`src/ufe_pkg.sv`:
```
// Shared types and constants for the union-find edge filter.
// No dependencies; every other file in src imports this package.
`timescale 1ns / 1ps
`default_nettype none

package ufe_pkg;

  localparam int ID_W   = 10;  // vertex id and root fields
  localparam int CFG_W  = 11;  // vertex_count register
  localparam int WT_W   = 16;  // edge weight port
  localparam int SUM_W  = 40;  // saturating weight total
  localparam int SKIP_W = 22;  // saturating excluded-edge count

  localparam logic [CFG_W-1:0] VCOUNT_RESET = 11'd1024;

  typedef enum logic [2:0] {
    S_CLEAR,
    S_IDLE,
    S_WALK,
    S_COMP,
    S_MERGE
  } ufe_state_t;

  // One finished edge, handed from the sequencer to the totals unit.
  typedef struct packed {
    logic            valid;
    logic            id_error;
    logic            taken;
    logic            fin;
    logic [1:0]      big;     // number of merged roots that already held edges
    logic [ID_W-1:0] keep;
    logic [ID_W-1:0] gone;
    logic [WT_W-1:0] weight;
  } ufe_evt_t;

endpackage

`default_nettype wire

```
`src/ufe_ctrl.sv`:
```
// Sequencer: range check, root walks, path compression, union and clearing.
// Depends on ufe_pkg; drives the ports of ufe_mem and hands events to ufe_acc.
`timescale 1ns / 1ps
`default_nettype none

module ufe_ctrl
  import ufe_pkg::*;
#(
  parameter int MAX_VERTICES = 1024,
  parameter int AW           = 10,
  parameter int RW           = 4
) (
  input  wire logic             clk,
  input  wire logic             rst_n,
  input  wire logic             start,
  output logic                  busy,
  input  wire logic [ID_W-1:0]  in_vertex_a,
  input  wire logic [ID_W-1:0]  in_vertex_b,
  input  wire logic [WT_W-1:0]  in_edge_weight,
  input  wire logic             in_final_edge,
  input  wire logic [CFG_W-1:0] vertex_count,
  output logic      [AW-1:0]    rd_addr,
  input  wire logic [AW-1:0]    par_q,
  input  wire logic [RW-1:0]    rk_q,
  output logic                  par_we,
  output logic      [AW-1:0]    par_waddr,
  output logic      [AW-1:0]    par_wdata,
  output logic                  rk_we,
  output logic      [AW-1:0]    rk_waddr,
  output logic      [RW-1:0]    rk_wdata,
  output ufe_evt_t              evt
);

  localparam int CMPW = (AW + 1 > CFG_W) ? AW + 1 : CFG_W;
  localparam logic [CMPW-1:0] VMAX     = CMPW'(MAX_VERTICES);
  localparam logic [AW-1:0]   LAST_IDX = AW'(MAX_VERTICES - 1);

  ufe_state_t      state_r, state_nxt;
  logic [AW-1:0]   clr_r, clr_nxt;
  logic [AW-1:0]   cur_r, cur_nxt;
  logic [AW-1:0]   start_r, start_nxt;
  logic [AW-1:0]   b_r, b_nxt;
  logic [AW-1:0]   root_a_r, root_a_nxt;
  logic [RW-1:0]   rank_a_r, rank_a_nxt;
  logic [AW-1:0]   root_b_r, root_b_nxt;
  logic [RW-1:0]   rank_b_r, rank_b_nxt;
  logic            deep_r, deep_nxt;
  logic            phase_b_r, phase_b_nxt;
  logic            fin_r, fin_nxt;
  logic [WT_W-1:0] weight_r, weight_nxt;

  logic [CMPW-1:0] limit;
  logic            id_bad;
  logic [AW-1:0]   mg_rb;
  logic [RW-1:0]   mg_kb;
  logic [AW-1:0]   comp_root;
  logic            go_b;
  logic            do_merge;

  always_comb begin
    limit  = (CMPW'(vertex_count) > VMAX) ? VMAX : CMPW'(vertex_count);
    id_bad = (CMPW'(in_vertex_a) >= limit) || (CMPW'(in_vertex_b) >= limit);
  end

  // The merge happens either straight from the read data of b's root or,
  // after b's path was compressed, from the saved root.
  assign mg_rb     = (state_r == S_MERGE) ? root_b_r : cur_r;
  assign mg_kb     = (state_r == S_MERGE) ? rank_b_r : rk_q;
  assign comp_root = phase_b_r ? root_b_r : root_a_r;
  assign busy      = (state_r != S_IDLE);

  always_ff @(posedge clk) begin
    if (!rst_n) begin
      state_r <= S_CLEAR;
      clr_r   <= '0;
    end else begin
      state_r <= state_nxt;
      clr_r   <= clr_nxt;
    end
  end

  always_ff @(posedge clk) begin
    cur_r     <= cur_nxt;
    start_r   <= start_nxt;
    b_r       <= b_nxt;
    root_a_r  <= root_a_nxt;
    rank_a_r  <= rank_a_nxt;
    root_b_r  <= root_b_nxt;
    rank_b_r  <= rank_b_nxt;
    deep_r    <= deep_nxt;
    phase_b_r <= phase_b_nxt;
    fin_r     <= fin_nxt;
    weight_r  <= weight_nxt;
  end

  always_comb begin
    state_nxt   = state_r;
    clr_nxt     = clr_r;
    cur_nxt     = cur_r;
    start_nxt   = start_r;
    b_nxt       = b_r;
    root_a_nxt  = root_a_r;
    rank_a_nxt  = rank_a_r;
    root_b_nxt  = root_b_r;
    rank_b_nxt  = rank_b_r;
    deep_nxt    = deep_r;
    phase_b_nxt = phase_b_r;
    fin_nxt     = fin_r;
    weight_nxt  = weight_r;
    rd_addr     = cur_r;
    par_we      = 1'b0;
    par_waddr   = cur_r;
    par_wdata   = comp_root;
    rk_we       = 1'b0;
    rk_waddr    = mg_rb;
    rk_wdata    = '0;
    evt         = '0;
    go_b        = 1'b0;
    do_merge    = 1'b0;

    unique case (state_r)
      S_CLEAR: begin
        par_we    = 1'b1;
        par_waddr = clr_r;
        par_wdata = clr_r;
        rk_we     = 1'b1;
        rk_waddr  = clr_r;
        rk_wdata  = '0;
        if (clr_r == LAST_IDX) begin
          clr_nxt   = '0;
          state_nxt = S_IDLE;
        end else begin
          clr_nxt = clr_r + AW'(1);
        end
      end
      S_IDLE: begin
        if (start) begin
          fin_nxt    = in_final_edge;
          weight_nxt = in_edge_weight;
          if (id_bad) begin
            evt.valid    = 1'b1;
            evt.id_error = 1'b1;
            evt.fin      = in_final_edge;
            evt.weight   = in_edge_weight;
            state_nxt    = in_final_edge ? S_CLEAR : S_IDLE;
          end else begin
            cur_nxt     = AW'(in_vertex_a);
            start_nxt   = AW'(in_vertex_a);
            b_nxt       = AW'(in_vertex_b);
            rd_addr     = AW'(in_vertex_a);
            deep_nxt    = 1'b0;
            phase_b_nxt = 1'b0;
            state_nxt   = S_WALK;
          end
        end
      end
      S_WALK: begin
        if (par_q == cur_r) begin
          if (!phase_b_r) begin
            root_a_nxt = cur_r;
            rank_a_nxt = rk_q;
          end else begin
            root_b_nxt = cur_r;
            rank_b_nxt = rk_q;
          end
          if (deep_r) begin
            cur_nxt   = start_r;
            rd_addr   = start_r;
            state_nxt = S_COMP;
          end else if (!phase_b_r) begin
            go_b = 1'b1;
          end else begin
            do_merge = 1'b1;
          end
        end else begin
          // A second hop means the start node does not hang off its root.
          deep_nxt = deep_r | (cur_r != start_r);
          cur_nxt  = par_q;
          rd_addr  = par_q;
        end
      end
      S_COMP: begin
        if (par_q == comp_root) begin
          if (!phase_b_r) begin
            go_b = 1'b1;
          end else begin
            state_nxt = S_MERGE;
          end
        end else begin
          par_we    = 1'b1;
          par_waddr = cur_r;
          par_wdata = comp_root;
          cur_nxt   = par_q;
          rd_addr   = par_q;
        end
      end
      S_MERGE: begin
        do_merge = 1'b1;
      end
      default: begin
        state_nxt = S_IDLE;
      end
    endcase

    if (go_b) begin
      cur_nxt     = b_r;
      start_nxt   = b_r;
      rd_addr     = b_r;
      deep_nxt    = 1'b0;
      phase_b_nxt = 1'b1;
      state_nxt   = S_WALK;
    end

    if (do_merge) begin
      evt.valid  = 1'b1;
      evt.fin    = fin_r;
      evt.weight = weight_r;
      evt.big    = {1'b0, (rank_a_r != '0)} + {1'b0, (mg_kb != '0)};
      if (root_a_r == mg_rb) begin
        evt.keep = ID_W'(root_a_r);
        evt.gone = ID_W'(root_a_r);
      end else if (rank_a_r > mg_kb) begin
        par_we    = 1'b1;
        par_waddr = mg_rb;
        par_wdata = root_a_r;
        evt.taken = 1'b1;
        evt.keep  = ID_W'(root_a_r);
        evt.gone  = ID_W'(mg_rb);
      end else begin
        par_we    = 1'b1;
        par_waddr = root_a_r;
        par_wdata = mg_rb;
        if (rank_a_r == mg_kb) begin
          rk_we    = 1'b1;
          rk_waddr = mg_rb;
          rk_wdata = mg_kb + RW'(1);
        end
        evt.taken = 1'b1;
        evt.keep  = ID_W'(mg_rb);
        evt.gone  = ID_W'(root_a_r);
      end
      state_nxt = fin_r ? S_CLEAR : S_IDLE;
    end
  end

  a_comp_no_self_read: assert property (@(posedge clk) disable iff (!rst_n)
    par_we && (state_r == S_COMP) |-> par_waddr != rd_addr)
    else $error("compression writes the node it reads");

  a_merge_distinct: assert property (@(posedge clk) disable iff (!rst_n)
    evt.valid && evt.taken |-> evt.keep != evt.gone)
    else $error("merge of a root with itself");

  a_fin_clears: assert property (@(posedge clk) disable iff (!rst_n)
    evt.valid && evt.fin |=> state_r == S_CLEAR)
    else $error("final edge did not start the clearing pass");

endmodule

`default_nettype wire

```
`config.mk`:
```
export PLATFORM = sky130hd
export DESIGN_NAME = ufe_ctrl
export DESIGN_NICKNAME = d
export VERILOG_FILES = /design/src/ufe_pkg.sv /design/src/ufe_ctrl.sv
export SDC_FILE = /design/constraint.sdc
export NUM_CORES = 1
export LEC_CHECK = 0
export ABC_AREA = 0
export ABC_CLOCK_PERIOD_IN_PS = 7840
export BUFFER_PORTS_ARGS = -buffer_cell sky130_fd_sc_hd__clkbuf_2
export CELL_PAD_IN_SITES_DETAIL_PLACEMENT = 0
export CELL_PAD_IN_SITES_GLOBAL_PLACEMENT = 1
export CORE_AREA = 2 2 126 128
export CTS_CLUSTER_SIZE = 28
export DETAILED_ROUTE_END_ITERATION = 16
export DIE_AREA = 0 0 128 130
export PLACE_DENSITY_LB_ADDON = 0.1
export REMOVE_ABC_BUFFERS = 1
export SLEW_MARGIN = 20
export SYNTH_ARGS = -nofsm -noshare
export SYNTH_HDL_FRONTEND = slang
export SYNTH_SLANG_ARGS = --single-unit
```
`constraint.sdc`:
```
create_clock -name clk -period 7.84 [get_ports clk]
set_clock_uncertainty 0.05 [all_clocks]
set_input_delay 2.352 -clock clk [delete_from_list [all_inputs] [get_ports clk]]
set_output_delay 2.352 -clock clk [all_outputs]
set_load 0.03 [all_outputs]
```
==> metrics <==
DR iter-0 viols=between 200 and 300; Synth warnings=0; # IOs=between 150 and 200; status=complete, no violations; most frequent cells after synthesis=94 x nor2_1, 65 x edfxtp_1, 64 x a21oi_1; P_int=1.16 mW; Via density=between 5 and 6; synthesized area per cell=between 9 and 10 um2; first-pass GRT wire length=around 27 mm; CP required=between 5 and 6 ns; FP Rows=between 40 and 50; WS Path Type=input pin to output port; crit end category=output port; synth top area cells=edfxtp_1 32%, dfxtp_1 8.2%, mux2i_1 5.9%; vias in the first global route=just over 5000; worst-path cell chain=clkbuf_2, inv_1, nand2_1, ha_1, a211oi_1, nor2_1, o31ai_1, buf_4, nand2_1, and3b_2, buf_4, a221oi_2, a21oi_1, a21o_1, clkbuf_2; Non-Filler Instances=approximately 980; GP Congestion=between 0.8 and 0.9; Seq pwr share=a little over a third; Sw Ratio=about 44%; Root Driver=clkbuf_16; max incr delay on CP=between 0.3 and 0.4 ns; Via Count=between 5000 and 6000; post-synthesis cell count=between 600 and 700; I/O Buffers=about 150; P_sw=a little over 900 uW; ys async rst share=0%; worst hold slack=roughly 0.51 ns; CP Launch Type=input pin; Initial Util=~40%; PwrDens=roughly 280 nW/um2; Seq/Total Area, Yosys=around 40%; initial antenna violation count=0; deepest clock path buffer count=2; max cap viols=0; H-Tree Depth=3; post-synth top area share=a little under a third; Nets=874; post-layout util=between 40% and 50%; RSZ-0062 raised after global routing=false; setup bufs post-CTS=0; Die ar.=16600 um2; layout cells sized above 1=26.6%; Die Height=~130 um; CTS sink count=90; sum of buffers and inverters on the critical path=5; DP HPWL=approximately 14 mm; clock-pin slew on the worst setup and hold paths=about 0.060 ns; clock power share=20.5%; total routed wirelength=roughly 17 mm; remaining antenna violation count=0; Die X=128 um; crit path max-delay cell type=ha_1; CTS tree=built; Leak=roughly 3.1 nW; DRC Markers=0; DR WL/cell=between 15 and 20 um; Tcrit/Tclk final=just under 100%; Comb pwr share=between 40 and 50%; mapped cell area=6120 um2; FF+latch count, synth=90; clock buffer count from CTS=9; fmax=132 MHz; Max-slew headroom=slightly above 30%; Top delay family on crit path=buffers and inverters; number of synthesized flops with an enable pin=65; Hold Fails Final Rpt=0; Setup TNS=0 ns; ys flop type=edfxtp_1; library cells used by synthesis=66; area grow syn2layout=20.2%; maximum vdd drop=approximately 120 uV; Initial DRT Pass Iterations=4; min cycle time layout=around 7.5 ns; GRT overflow=0; # setup viols final=0; CP arrival=between 5 and 6 ns; Hold Crit Class=flip-flop to flip-flop; n_diodes=0; Total GRT Usage=a little over a fifth; largest net degree at the start of global routing=44; CP max FO=15; Post-Place Cells=between 900 and 1000; Slew @ Worst Pin=1.04 ns; most frequent cell after synthesis=nor2_1; clock insertion delay at the later pin of the skew report=between 0.3 and 0.4 ns; biggest area consumer among synthesized cells=edfxtp_1; core area=about 15000 um2; Slew Limit Fails=0
==> per-layer routing <==
layer | up-vias | wire, um | track usage (%)
met5 | - | 0 | 0
met4 | 0 | 299 | 6.72
met3 | 22 | 645 | 3.61
met2 | 127 | 8200 | 35.3
met1 | 2434 | 8150 | 28.0
li1 | 2627 | - | -
==> flip-flops by register name (all words and copies together) (netlist names), 4 cells and up <==
name and count:
b_r 10, clr_r 10, cur_r 10, rank_a_r 4, rank_b_r 4, root_a_r 10, root_b_r 10, start_r 10
weight_r 16
==> path summary, 6_finish.rpt <==
path,depth (start not counted),slack (ns),start,to
worst max-delay path,15,0.29,vertex_count[10],rd_addr[1]
worst min-delay path,1,0.51,b_r[9],cur_r[9]
worst max register to register,8,4.50,phase_b_r,state_r[0]
worst min register to register,1,0.51,b_r[9],cur_r[9]
==> power by group through the flow <==
stage                     clock network (mW)  registers (mW)  logic [mW]
final                                  0.429           0.727       0.933
after global routing                   0.460           0.742        1.02
after CTS                              0.441           0.727       0.940
after detailed placement                   0           0.737       0.936
after global placement                     0           0.734       0.929
after floorplan                            0           0.686       0.678
==> stage by stage <==
stage / cell area [um2] / total power, mW / worst slack [ns]
finish: 7360 / 2.09 / 0.291
global placement: 7060 / 1.66 / 0.335
CTS: 7350 / 2.11 / 0.180
floorplan: 5910 / 1.36 / -0.730
global route: 7360 / 2.22 / 0.0354
detailed placement: 7060 / 1.67 / 0.193
==> final cells by class <==
cell class | count | area (um2)
flip-flops and latches | 90 | 2450
multi-input cells | 499 | 3420
clock buffers | 15 | 290
inverters | 12 | 45.0
well taps | 192 | 240
repair buffers | 169 | 898
clock inverters | 1 | 5.00
fillers | 1537 | 8070
==> cells in the final DEF, fill, tap and decap left out, drive strengths merged, types with 10 or more instances in the layout <==
cell type  count
clkbuf       168
nor2          94
edfxtp        65
a21oi         64
nand2         47
mux2i         37
xnor2         33
ha            28
dfxtp         25
o21ai         22
a22o          18
xor2          16
buf           16
and2          15
a211oi        13
inv           12
nand3         11
nand4         10
==> cell families after synthesis <==
logic type / synth area share (%)
compound gates: 18.2
xor+xnor: 7.01
simple gates: 17.1
fa+ha+maj: 5.72
mux: 7.77
flops: 40.1
buf+inv: 4.15
==> timing repair <==
item | 4_1_cts | 5_1_grt
hold buffers | 0 | 0
endpoints found under the setup margin | 0 | 3
gates resized for setup | 0 | 1
No activity file was read; power rests on OpenSTA's default activity.
