$ cat config.mk
export PLATFORM = sky130hd
export DESIGN_NAME = ufe_acc
export DESIGN_NICKNAME = d
export VERILOG_FILES = /design/src/ufe_pkg.sv /design/src/ufe_acc.sv
export SDC_FILE = /design/constraint.sdc
export NUM_CORES = 1
export LEC_CHECK = 0
export BUFFER_PORTS_ARGS = -buffer_cell sky130_fd_sc_hd__buf_2
export CAP_MARGIN = 40
export CELL_PAD_IN_SITES_DETAIL_PLACEMENT = 0
export CELL_PAD_IN_SITES_GLOBAL_PLACEMENT = 1
export CORE_MARGIN = 5
export CORE_UTILIZATION = 45
export DETAILED_ROUTE_END_ITERATION = 10
export GPL_TIMING_DRIVEN = 0
export PLACE_DENSITY_LB_ADDON = 0.1
export SETUP_SLACK_MARGIN = 0.02
export SLEW_MARGIN = 10
export SYNTH_ARGS = -nofsm -noshare
export SYNTH_HDL_FRONTEND = slang
export SYNTH_SLANG_ARGS = --single-unit
$ cat constraint.sdc
create_clock -name clk -period 3.6 [get_ports clk]
set_input_delay 0.72 -clock clk [delete_from_list [all_inputs] [get_ports clk]]
set_output_delay 0.72 -clock clk [all_outputs]
set_load 0.02 [all_outputs]
$ cat src/ufe_pkg.sv
// Shared types and constants for the union-find edge filter.
// No dependencies; every other file in src imports this package.
`timescale 1ns / 1ps
`default_nettype none

package ufe_pkg;

  localparam int ID_W   = 10;  // vertex id and root fields
  localparam int CFG_W  = 11;  // vertex_count register
  localparam int WT_W   = 16;  // edge weight port
  localparam int SUM_W  = 40;  // saturating weight total
  localparam int SKIP_W = 22;  // saturating excluded-edge count

  localparam logic [CFG_W-1:0] VCOUNT_RESET = 11'd1024;

  typedef enum logic [2:0] {
    S_CLEAR,
    S_IDLE,
    S_WALK,
    S_COMP,
    S_MERGE
  } ufe_state_t;

  // One finished edge, handed from the sequencer to the totals unit.
  typedef struct packed {
    logic            valid;
    logic            id_error;
    logic            taken;
    logic            fin;
    logic [1:0]      big;     // number of merged roots that already held edges
    logic [ID_W-1:0] keep;
    logic [ID_W-1:0] gone;
    logic [WT_W-1:0] weight;
  } ufe_evt_t;

endpackage

`default_nettype wire

$ cat src/ufe_acc.sv
// Totals and result registers: weight sum, excluded count, tree count, root.
// Depends on ufe_pkg; takes one event per finished edge from ufe_ctrl.
`timescale 1ns / 1ps
`default_nettype none

module ufe_acc
  import ufe_pkg::*;
#(
  parameter int AW          = 10,
  parameter int WEIGHT_BITS = 16
) (
  input  wire logic   clk,
  input  wire logic   rst_n,
  input  wire ufe_evt_t evt_i,
  output logic              out_valid,
  output logic              out_taken,
  output logic [ID_W-1:0]   out_surviving_root,
  output logic [ID_W-1:0]   out_absorbed_root,
  output logic [SUM_W-1:0]  out_weight_total,
  output logic [SKIP_W-1:0] out_skipped_total,
  output logic [ID_W-1:0]   out_tree_root,
  output logic              out_id_error,
  output logic              out_run_end
);

  localparam int WB  = (WEIGHT_BITS < WT_W) ? WEIGHT_BITS : WT_W;
  localparam int TCW = AW + 1;

  logic [SUM_W-1:0]  sum_r, sum_nxt;
  logic [SKIP_W-1:0] skip_r, skip_nxt;
  logic [TCW-1:0]    trees_r, trees_nxt;
  logic [ID_W-1:0]   last_keep_r, last_keep_nxt;

  logic              out_valid_r;
  logic              out_taken_r;
  logic [ID_W-1:0]   out_keep_r;
  logic [ID_W-1:0]   out_gone_r;
  logic [SUM_W-1:0]  out_sum_r;
  logic [SKIP_W-1:0] out_skip_r;
  logic [ID_W-1:0]   out_troot_r;
  logic              out_err_r;
  logic              out_run_end_r;

  logic [SUM_W:0]    sum_add;
  logic [SUM_W-1:0]  sum_upd;
  logic [SKIP_W-1:0] skip_upd;
  logic [TCW-1:0]    trees_upd;
  logic [ID_W-1:0]   keep_upd;
  logic [ID_W-1:0]   troot;

  always_comb begin
    sum_add   = {1'b0, sum_r} + (SUM_W + 1)'(evt_i.weight[WB-1:0]);
    sum_upd   = sum_r;
    skip_upd  = skip_r;
    trees_upd = trees_r;
    keep_upd  = last_keep_r;
    if (evt_i.taken) begin
      sum_upd   = sum_add[SUM_W] ? '1 : sum_add[SUM_W-1:0];
      trees_upd = trees_r + TCW'(1) - TCW'(evt_i.big);
      keep_upd  = evt_i.keep;
    end else if (!evt_i.id_error && (skip_r != '1)) begin
      skip_upd = skip_r + SKIP_W'(1);
    end
    // With exactly one tree left, the root of the latest merge is its root.
    troot = (evt_i.fin && (trees_upd == TCW'(1))) ? keep_upd : '0;

    sum_nxt       = sum_r;
    skip_nxt      = skip_r;
    trees_nxt     = trees_r;
    last_keep_nxt = last_keep_r;
    if (evt_i.valid) begin
      if (evt_i.fin) begin
        sum_nxt   = '0;
        skip_nxt  = '0;
        trees_nxt = '0;
      end else begin
        sum_nxt   = sum_upd;
        skip_nxt  = skip_upd;
        trees_nxt = trees_upd;
      end
      last_keep_nxt = keep_upd;
    end
  end

  always_ff @(posedge clk) begin
    if (!rst_n) begin
      sum_r       <= '0;
      skip_r      <= '0;
      trees_r     <= '0;
      out_valid_r <= 1'b0;
    end else begin
      sum_r       <= sum_nxt;
      skip_r      <= skip_nxt;
      trees_r     <= trees_nxt;
      out_valid_r <= evt_i.valid;
    end
  end

  always_ff @(posedge clk) begin
    last_keep_r <= last_keep_nxt;
    if (evt_i.valid) begin
      out_taken_r   <= evt_i.taken;
      out_keep_r    <= evt_i.keep;
      out_gone_r    <= evt_i.gone;
      out_sum_r     <= sum_upd;
      out_skip_r    <= skip_upd;
      out_troot_r   <= troot;
      out_err_r     <= evt_i.id_error;
      out_run_end_r <= evt_i.fin;
    end
  end

  assign out_valid          = out_valid_r;
  assign out_taken          = out_taken_r;
  assign out_surviving_root = out_keep_r;
  assign out_absorbed_root  = out_gone_r;
  assign out_weight_total   = out_sum_r;
  assign out_skipped_total  = out_skip_r;
  assign out_tree_root      = out_troot_r;
  assign out_id_error       = out_err_r;
  assign out_run_end        = out_run_end_r;

  a_strobe_follows: assert property (@(posedge clk) disable iff (!rst_n)
    evt_i.valid |=> out_valid_r)
    else $error("finished edge produced no result strobe");

  a_strobe_has_cause: assert property (@(posedge clk) disable iff (!rst_n)
    out_valid_r |-> $past(evt_i.valid))
    else $error("result strobe without a finished edge");

endmodule

`default_nettype wire

==> results of run 1 <==
==> power groups by stage <==
| stage | sequential (mW) | clock [mW] | combinational (mW) |
|---|---|---|---|
| after detailed placement | 2.34 | 0 | 0.640 |
| after floorplan | 2.42 | 0 | 0.319 |
| final | 2.29 | 1.95 | 0.645 |
| after global routing | 2.30 | 2.07 | 0.703 |
| after global placement | 2.34 | 0 | 0.632 |
| after CTS | 2.29 | 1.99 | 0.643 |
==> stage by stage <==
| step | setup WS (ns) | hold WS (ns) |
|---|---|---|
| global placement | -1.99 | 0.459 |
| global route | -0.0485 | 0.435 |
| CTS | 0.146 | 0.439 |
| floorplan | 0.325 | 0.448 |
| finish | 0.241 | 0.457 |
| detailed placement | -0.301 | 0.468 |
==> per-layer routing <==
metal	vias to the layer above	GRT usage [%]	share of wire [%]
met2	280	33.0	44
met5	-	0	0
met4	0	6.14	2.0
met3	34	3.92	7.2
li1	3847	-	-
met1	3705	30.1	47
==> Yosys cell counts (all sizes together) (10+ instances only) <==
cell	instances	area, um^2
xor2	18	158
edfxtp	105	3150
o22a	11	96.3
xnor2	33	289
inv	26	97.6
nand4	26	163
o21a	11	82.6
a22oi	14	105
mux2i	14	140
dfxtp	74	1480
mux2	13	146
nor2	43	164
nor4	10	62.6
buf	12	56.3
o221ai	10	87.6
and3	22	138
and2	12	75.1
nand3	29	145
nand2	102	383
clkbuf	40	153
a21o	15	113
o21ai	53	265
a21oi	42	210
nor2b	17	106
nor3	31	170
ha	28	350
==> final cells by class <==
type | count | share of cell area, %
clock inverters | 15 | 1.80
flip-flops and latches | 179 | 41.4
repair buffers | 142 | 6.67
clock buffers | 17 | 3.80
inverters | 26 | 0.872
plain buffers | 52 | 1.90
well taps | 275 | 3.07
multi-input cells | 675 | 40.5
==> logic make-up (layout without fill, tap and decap cells) <==
group / count (synthesis) / after routing / share of synthesized area [%]
simple gates: 329 / 329 / 17.9
compound gates: 238 / 238 / 18.0
flops: 179 / 179 / 49.0
buf+inv: 78 / 252 / 3.24
xor+xnor: 51 / 51 / 4.72
fa+ha+maj: 30 / 30 / 4.13
mux: 27 / 27 / 3.03
==> worst max path at each step <==
stage	endpoint	slack, ns	cells past startpoint
floorplan	out_tree_root[2]$_SDFFCE_PN0P_	0.33	10
global placement	sum_r[7]$_SDFFE_PN0P_	-1.99	8
finish	out_weight_total[26]$_DFFE_PP_	0.24	9
detailed placement	sum_r[32]$_SDFFE_PN0P_	-0.30	9
CTS	sum_r[32]$_SDFFE_PN0P_	0.15	9
global route	out_tree_root[6]$_SDFFCE_PN0P_	-0.05	12
==> flip-flops by register name, indices dropped and copies added, names as in the netlist <==
name	cells
out_weight_total	40
sum_r	40
out_skipped_total	22
skip_r	22
trees_r	11
last_keep_r	10
out_absorbed_root	10
out_surviving_root	10
out_tree_root	10
out_id_error	1
out_run_end	1
out_taken	1
out_valid	1
==> critical path, stage by stage <==
cell	delay, ns
buf_2	0.10
ha_1	0.38
a21oi_1	0.47
o211ai_1	0.26
a211o_1	0.36
nor3_1	0.47
nand3b_1	0.29
nand2b_1	0.14
mux2_2	0.34
==> summary.md, run 1 <==
| Metric | Value |
|---|---|
| Placed Cells | `1349` |
| Register area share after synthesis | `49.0%` |
| Worst Reg-to-Reg Cells | `8` |
| Number of library cell types mapped by synthesis | `76` |
| Most common cell after layout, fill and taps aside | `buf_2` |
| Pwr Density | `436 nW/um^2` |
| Yosys reg bits | `179` |
| Net switching power | `1.40 mW` |
| Largest net degree at the start of global routing | `86` |
| Leak pwr | `4.45 nW` |
| Initial antenna violation count | `0` |
| Worst-path maximum fanout | `7` |
| Startpoint class of the critical path | `input pin` |
| Crit path kind | `in2reg` |
| Worst Path Required | `3.79 ns` |
| Max_slew headroom | `41.9%` |
| Worst Hold Launch | `evt_i[24]` |
| Status | `completed` |
| # Post-CTS Setup Buffers | `0` |
| Critical path arrival | `3.54 ns` |
| Final instance area | `11200 um^2` |
| Initial core utilization | `45.3%` |
| Tot GR Track Use | `21.1%` |
| Hold path cells | `1` |
| Clk_lat worst skew | `0.44 ns` |
| Clock power frac | `40.0%` |
| Hold path endpoint | `out_absorbed_root[8]$_DFFE_PP_` |
| CTS sink count | `179` |
| Syn Nets | `1006` |
| Clk_skew | `0.0147 ns` |
| Die Ht | `155 um` |
| Hold WC Path Type | `in2reg` |
| Synth warnings | `0` |
| Final WL | `25800 um` |
| Main synth FF type | `edfxtp_1` |
| Share of cells above drive strength 1 | `20.2%` |
| Row cnt | `53` |
| Floorplan core area | `20900 um^2` |
| Post-synthesis average cell area | `10.1 um^2` |
| Post-Synthesis Cells | `932` |
| Die X | `155 um` |
| DP Wirelength | `18600 um` |
| Vias in the first global route | `7543` |
| Sw frac | `28.6%` |
| Final hold vios | `0` |
| Maxcap violations | `0` |
| Clk slew on worst S/H paths | `0.07 ns` |
| First-pass GRT wire length | `40600 um` |
| CTS tree | `yes` |
| Htree depth | `4` |
| Antenna diodes | `0` |
| Fill cell count | `1955` |
| # DRC | `0` |
| Placer Congestion | `0.882` |
| Clock Tree Buf Depth | `2` |
| Nets | `1167` |
| EDFF count, synth | `105` |
| CTS Hold Buffers Added | `0` |
| Most frequent cells in the layout | `146 x buf_2, 105 x edfxtp_1, 102 x nand2_1, 74 x dfxtp_1, 48 x o21ai_0` |
| Unrepaired setup endpoints after global routing | `true` |
| Utilization after layout | `53.6%` |
| Area of the die | `24000 um^2` |
| Worst slew pin tran | `0.848 ns` |
| Final period utilization | `93.3%` |
| Maximum vdd drop | `0.000320 V` |
| Pwr Total | `4.89 mW` |
| Sequential power share | `46.8%` |
| Final ANT Viol Nets | `0` |
| Max-slew violation count | `0` |
| Crit. End Element | `flop` |
| WL/cell | `18.7 um` |
| Finished Layout Cells | `1381` |
| DR iter-0 viols | `597` |
| FMAX | `298 MHz` |
| Vias | `7866` |
| Placed Area | `10600 um^2` |
| CTS Buf Count | `17` |
| Vias per inst | `5.70` |
| Fin Setup TNS | `0 ns` |
| P_int | `3.49 mW` |
| Async set-reset flop share out of synthesis | `0%` |
| Worst R2R Start | `sum_r[10]$_SDFFE_PN0P_` |
| Port bufs | `138` |
| Worst r2r dst | `out_weight_total[26]$_DFFE_PP_` |
| Area Growth Syn to Fin | `18.4%` |
| Sequential cell area | `4630 um^2` |
| Crit path time final | `3.36 ns` |
| Pre-antenna DRT Iters | `5` |
| Gate power share | `13.2%` |
| Multi-input logic area | `4540 um^2` |
| Cell Area, Synth | `9460 um^2` |
| CTS Root Cell | `clkbuf_16` |
| Critical path origin | `evt_i[10]` |
| Register-to-register setup slack | `0.28 ns` |
| # setup viols final | `0` |
| CTS resizes | `0` |
| GR Overflow Total | `0` |
| Ports | `140` |
Note: power is estimated with default switching activity, not from simulation.
==> inputs of run 2 (changes only) <==
--- a/config.mk
+++ b/config.mk
@@ -7,13 +7,11 @@
 export LEC_CHECK = 0
 export BUFFER_PORTS_ARGS = -buffer_cell sky130_fd_sc_hd__buf_2
 export CAP_MARGIN = 40
-export CELL_PAD_IN_SITES_DETAIL_PLACEMENT = 0
-export CELL_PAD_IN_SITES_GLOBAL_PLACEMENT = 1
 export CORE_MARGIN = 5
-export CORE_UTILIZATION = 45
+export CORE_UTILIZATION = 55
 export DETAILED_ROUTE_END_ITERATION = 10
 export GPL_TIMING_DRIVEN = 0
-export PLACE_DENSITY_LB_ADDON = 0.1
+export PLACE_DENSITY = 0.77
 export SETUP_SLACK_MARGIN = 0.02
 export SLEW_MARGIN = 10
 export SYNTH_ARGS = -nofsm -noshare
==> summary.md, run 2 (synthesis gave the netlist of run 1 again) <==
| Metric | Value |
|---|---|
| Final WL | `23800 um (-7.6%)` |
| DR iter-0 viols | `779 (+30%)` |
| Initial antenna violation count | `0 (unchanged)` |
| Post-Place Setup Slack | `-0.288 ns (+0.0134 ns)` |
| # Post-CTS Setup Buffers | `0 (unchanged)` |
| Largest net degree at the start of global routing | `63 (-27%)` |
| Floorplan core area | `17100 um^2 (-18%)` |
| Vias per inst | `6.06 (+6.4%)` |
| Max-slew violation count | `0 (unchanged)` |
| Max_slew headroom | `36.7% (-5.1 points)` |
| Hold WC Path Type | `in2reg` |
| Finished Layout Cells | `1329 (-3.8%)` |
| Fill cell count | `1385 (-29%)` |
| Maximum vdd drop | `0.000336 V (+4.8%)` |
| # setup viols final | `0 (unchanged)` |
| Worst-path maximum fanout | `10 (+3)` |
| CTS Hold Buffers Added | `0 (unchanged)` |
| Ports | `140 (unchanged)` |
| Row cnt | `48 (-9.4%)` |
| Area of the die | `19900 um^2 (-17%)` |
| Die Ht | `141 um (-8.9%)` |
| Clk_lat worst skew | `0.44 ns (about the same)` |
| Crit path kind | `reg2reg` |
| CTS tree | `yes` |
| Placer Congestion | `0.927 (+5.0%)` |
| Maxcap violations | `0 (unchanged)` |
| Worst setup endpoint | `out_tree_root[1]$_SDFFCE_PN0P_` |
| Initial core utilization | `55.5% (+10 points)` |
| Area Growth Syn to Fin | `17.1%` |
| Nets | `1165 (-0.17%)` |
| Register-to-register setup slack | `0.19 ns (-0.09 ns)` |
| Final setup margin | `0.186 ns (-0.0549 ns)` |
| Clk slew on worst S/H paths | `0.07 ns (about the same)` |
| Worst R2R Start | `trees_r[1]$_SDFFE_PN0P_` |
| Crit. End Element | `flop` |
| Pre-antenna DRT Iters | `5 (unchanged)` |
| Unrepaired setup endpoints after global routing | `false` |
| Met2 wire len | `11200 um (-0.75%)` |
| Htree depth | `4 (unchanged)` |
| Pwr Density | `435 nW/um^2 (-0.35%)` |
| Final period utilization | `94.8% (+1.5 points)` |
| Final ANT Viol Nets | `0 (unchanged)` |
| FMAX | `293 MHz (-1.6%)` |
| Worst r2r dst | `out_tree_root[1]$_SDFFCE_PN0P_` |
| Leak pwr | `4.42 nW (-0.81%)` |
| Port bufs | `138 (unchanged)` |
| Final instance area | `11100 um^2 (-1.1%)` |
| Startpoint class of the critical path | `flop` |
| Fin Setup TNS | `0 ns (unchanged)` |
| Min Hold Slack | `0.451 ns (-0.00629 ns)` |
| CTS Buf Count | `17 (unchanged)` |
| Antenna diodes | `0 (unchanged)` |
| Final hold vios | `0 (unchanged)` |
| Placed Area | `10500 um^2 (-0.74%)` |
| Critical path origin | `trees_r[1]$_SDFFE_PN0P_` |
| Critical path arrival | `3.58 ns (+0.04 ns)` |
| Worst Reg-to-Reg Cells | `12 (+4)` |
| GR Overflow Total | `0 (unchanged)` |
| Status | `completed` |
| CTS Root Cell | `clkbuf_16` |
| DP Wirelength | `16700 um (-10%)` |
| Die X | `141 um (-8.9%)` |
| Worst Path Required | `3.76 ns (-0.03 ns)` |
| Vias in the first global route | `7463 (-1.1%)` |
| Vias | `8052 (+2.4%)` |
| Most common cell after layout, fill and taps aside | `buf_2` |
| # DRC | `0 (unchanged)` |
| Share of cells above drive strength 1 | `19.4% (-0.78 points)` |
| Placed Cells | `1297 (-3.9%)` |
| Most frequent cells in the layout | `146 x buf_2, 105 x edfxtp_1, 102 x nand2_1, 74 x dfxtp_1, 48 x o21ai_0` |
| CTS sink count | `179 (unchanged)` |
| Clk_skew | `0.00856 ns (-0.00618 ns)` |
| Crit path time final | `3.41 ns (+0.0549 ns)` |
| DR top layer | `met4` |
| WL met3 | `1660 um (-11%)` |
| Worst slew pin tran | `0.945 ns (+0.0978 ns)` |
| WL/cell | `17.9 um (-4.0%)` |
| Tot GR Track Use | `23.7% (+2.5 points)` |
| Clock Tree Buf Depth | `2 (unchanged)` |
| Wl on met1 | `10600 um (-13%)` |
| CTS resizes | `0 (unchanged)` |
| First-pass GRT wire length | `38100 um (-6.0%)` |
## run 2: cell count changes in the layout (fill, tap and decap cells not counted), moves of 2 or more
| cell | delta |
|---|---|
| buf_4 | -2 |
| clkbuf_1 | +3 |
| clkinv_2 | +2 |
| clkbuf_2 | -3 |
| clkinv_8 | -4 |
| clkinvlp_4 | +2 |
## run 2: routing by layer
metal / global-route usage, % / vias to the layer above
met5: 0 / -
met4: 6.63 / 0
met3: 4.75 / 43
met2: 38.0 / 312
met1: 32.7 / 3843
li1: - / 3854
## run 2: area by class of cell
class                      instances  area [um^2]  area share (%)
multi-input combinational        675         4530            40.9
buffer                            52          209            1.89
tap                              225          282            2.54
timing repair buffer             140          732            6.61
clock inverter                    15          170            1.54
sequential                       179         4630            41.8
clock buffer                      17          425            3.84
inverter                          26         97.6           0.881
## run 2: worst max-delay path, stage by stage, from the launching register on
cell and delay (ns):
dfxtp_1 0.36, inv_1 0.06, ha_1 0.26, inv_1 0.04, ha_1 0.21, fa_1 0.44, a211oi_1 0.37, o21ai_0 0.19
a31oi_1 0.26, xnor2_1 0.18, o21ai_0 0.17, o21ai_1 0.48, nor3_1 0.11
## run 2: how the worst min path moves through the flow
stage	startpoint	endpoint	slack (ns)	depth (start not counted)
final	evt_i[20]	out_absorbed_root[4]$_DFFE_PP_	0.45	1
after CTS	evt_i[24]	out_absorbed_root[8]$_DFFE_PP_	0.44	1
after detailed placement	sum_r[9]$_SDFFE_PN0P_	sum_r[9]$_SDFFE_PN0P_	0.46	2
after global placement	sum_r[7]$_SDFFE_PN0P_	sum_r[7]$_SDFFE_PN0P_	0.46	2
after floorplan	sum_r[12]$_SDFFE_PN0P_	sum_r[12]$_SDFFE_PN0P_	0.45	2
after global routing	evt_i[20]	out_absorbed_root[4]$_DFFE_PP_	0.44	1
## run 2: metrics by stage
step / utilization [%] / power (mW)
6_report: 65.0 / 4.82
5_1_grt: 65.0 / 5.00
4_1_cts: 64.9 / 4.83
3_5_place_dp: 61.4 / 2.96
3_3_place_gp: 61.2 / 2.94
2_1_floorplan: - / 2.74
## run 2: where the power goes
group          switching (mW)  internal (mW)  leakage [nW]
registers              0.0312           2.26          1.63
clock network           0.854           1.04         0.285
logic                   0.419          0.216          2.50
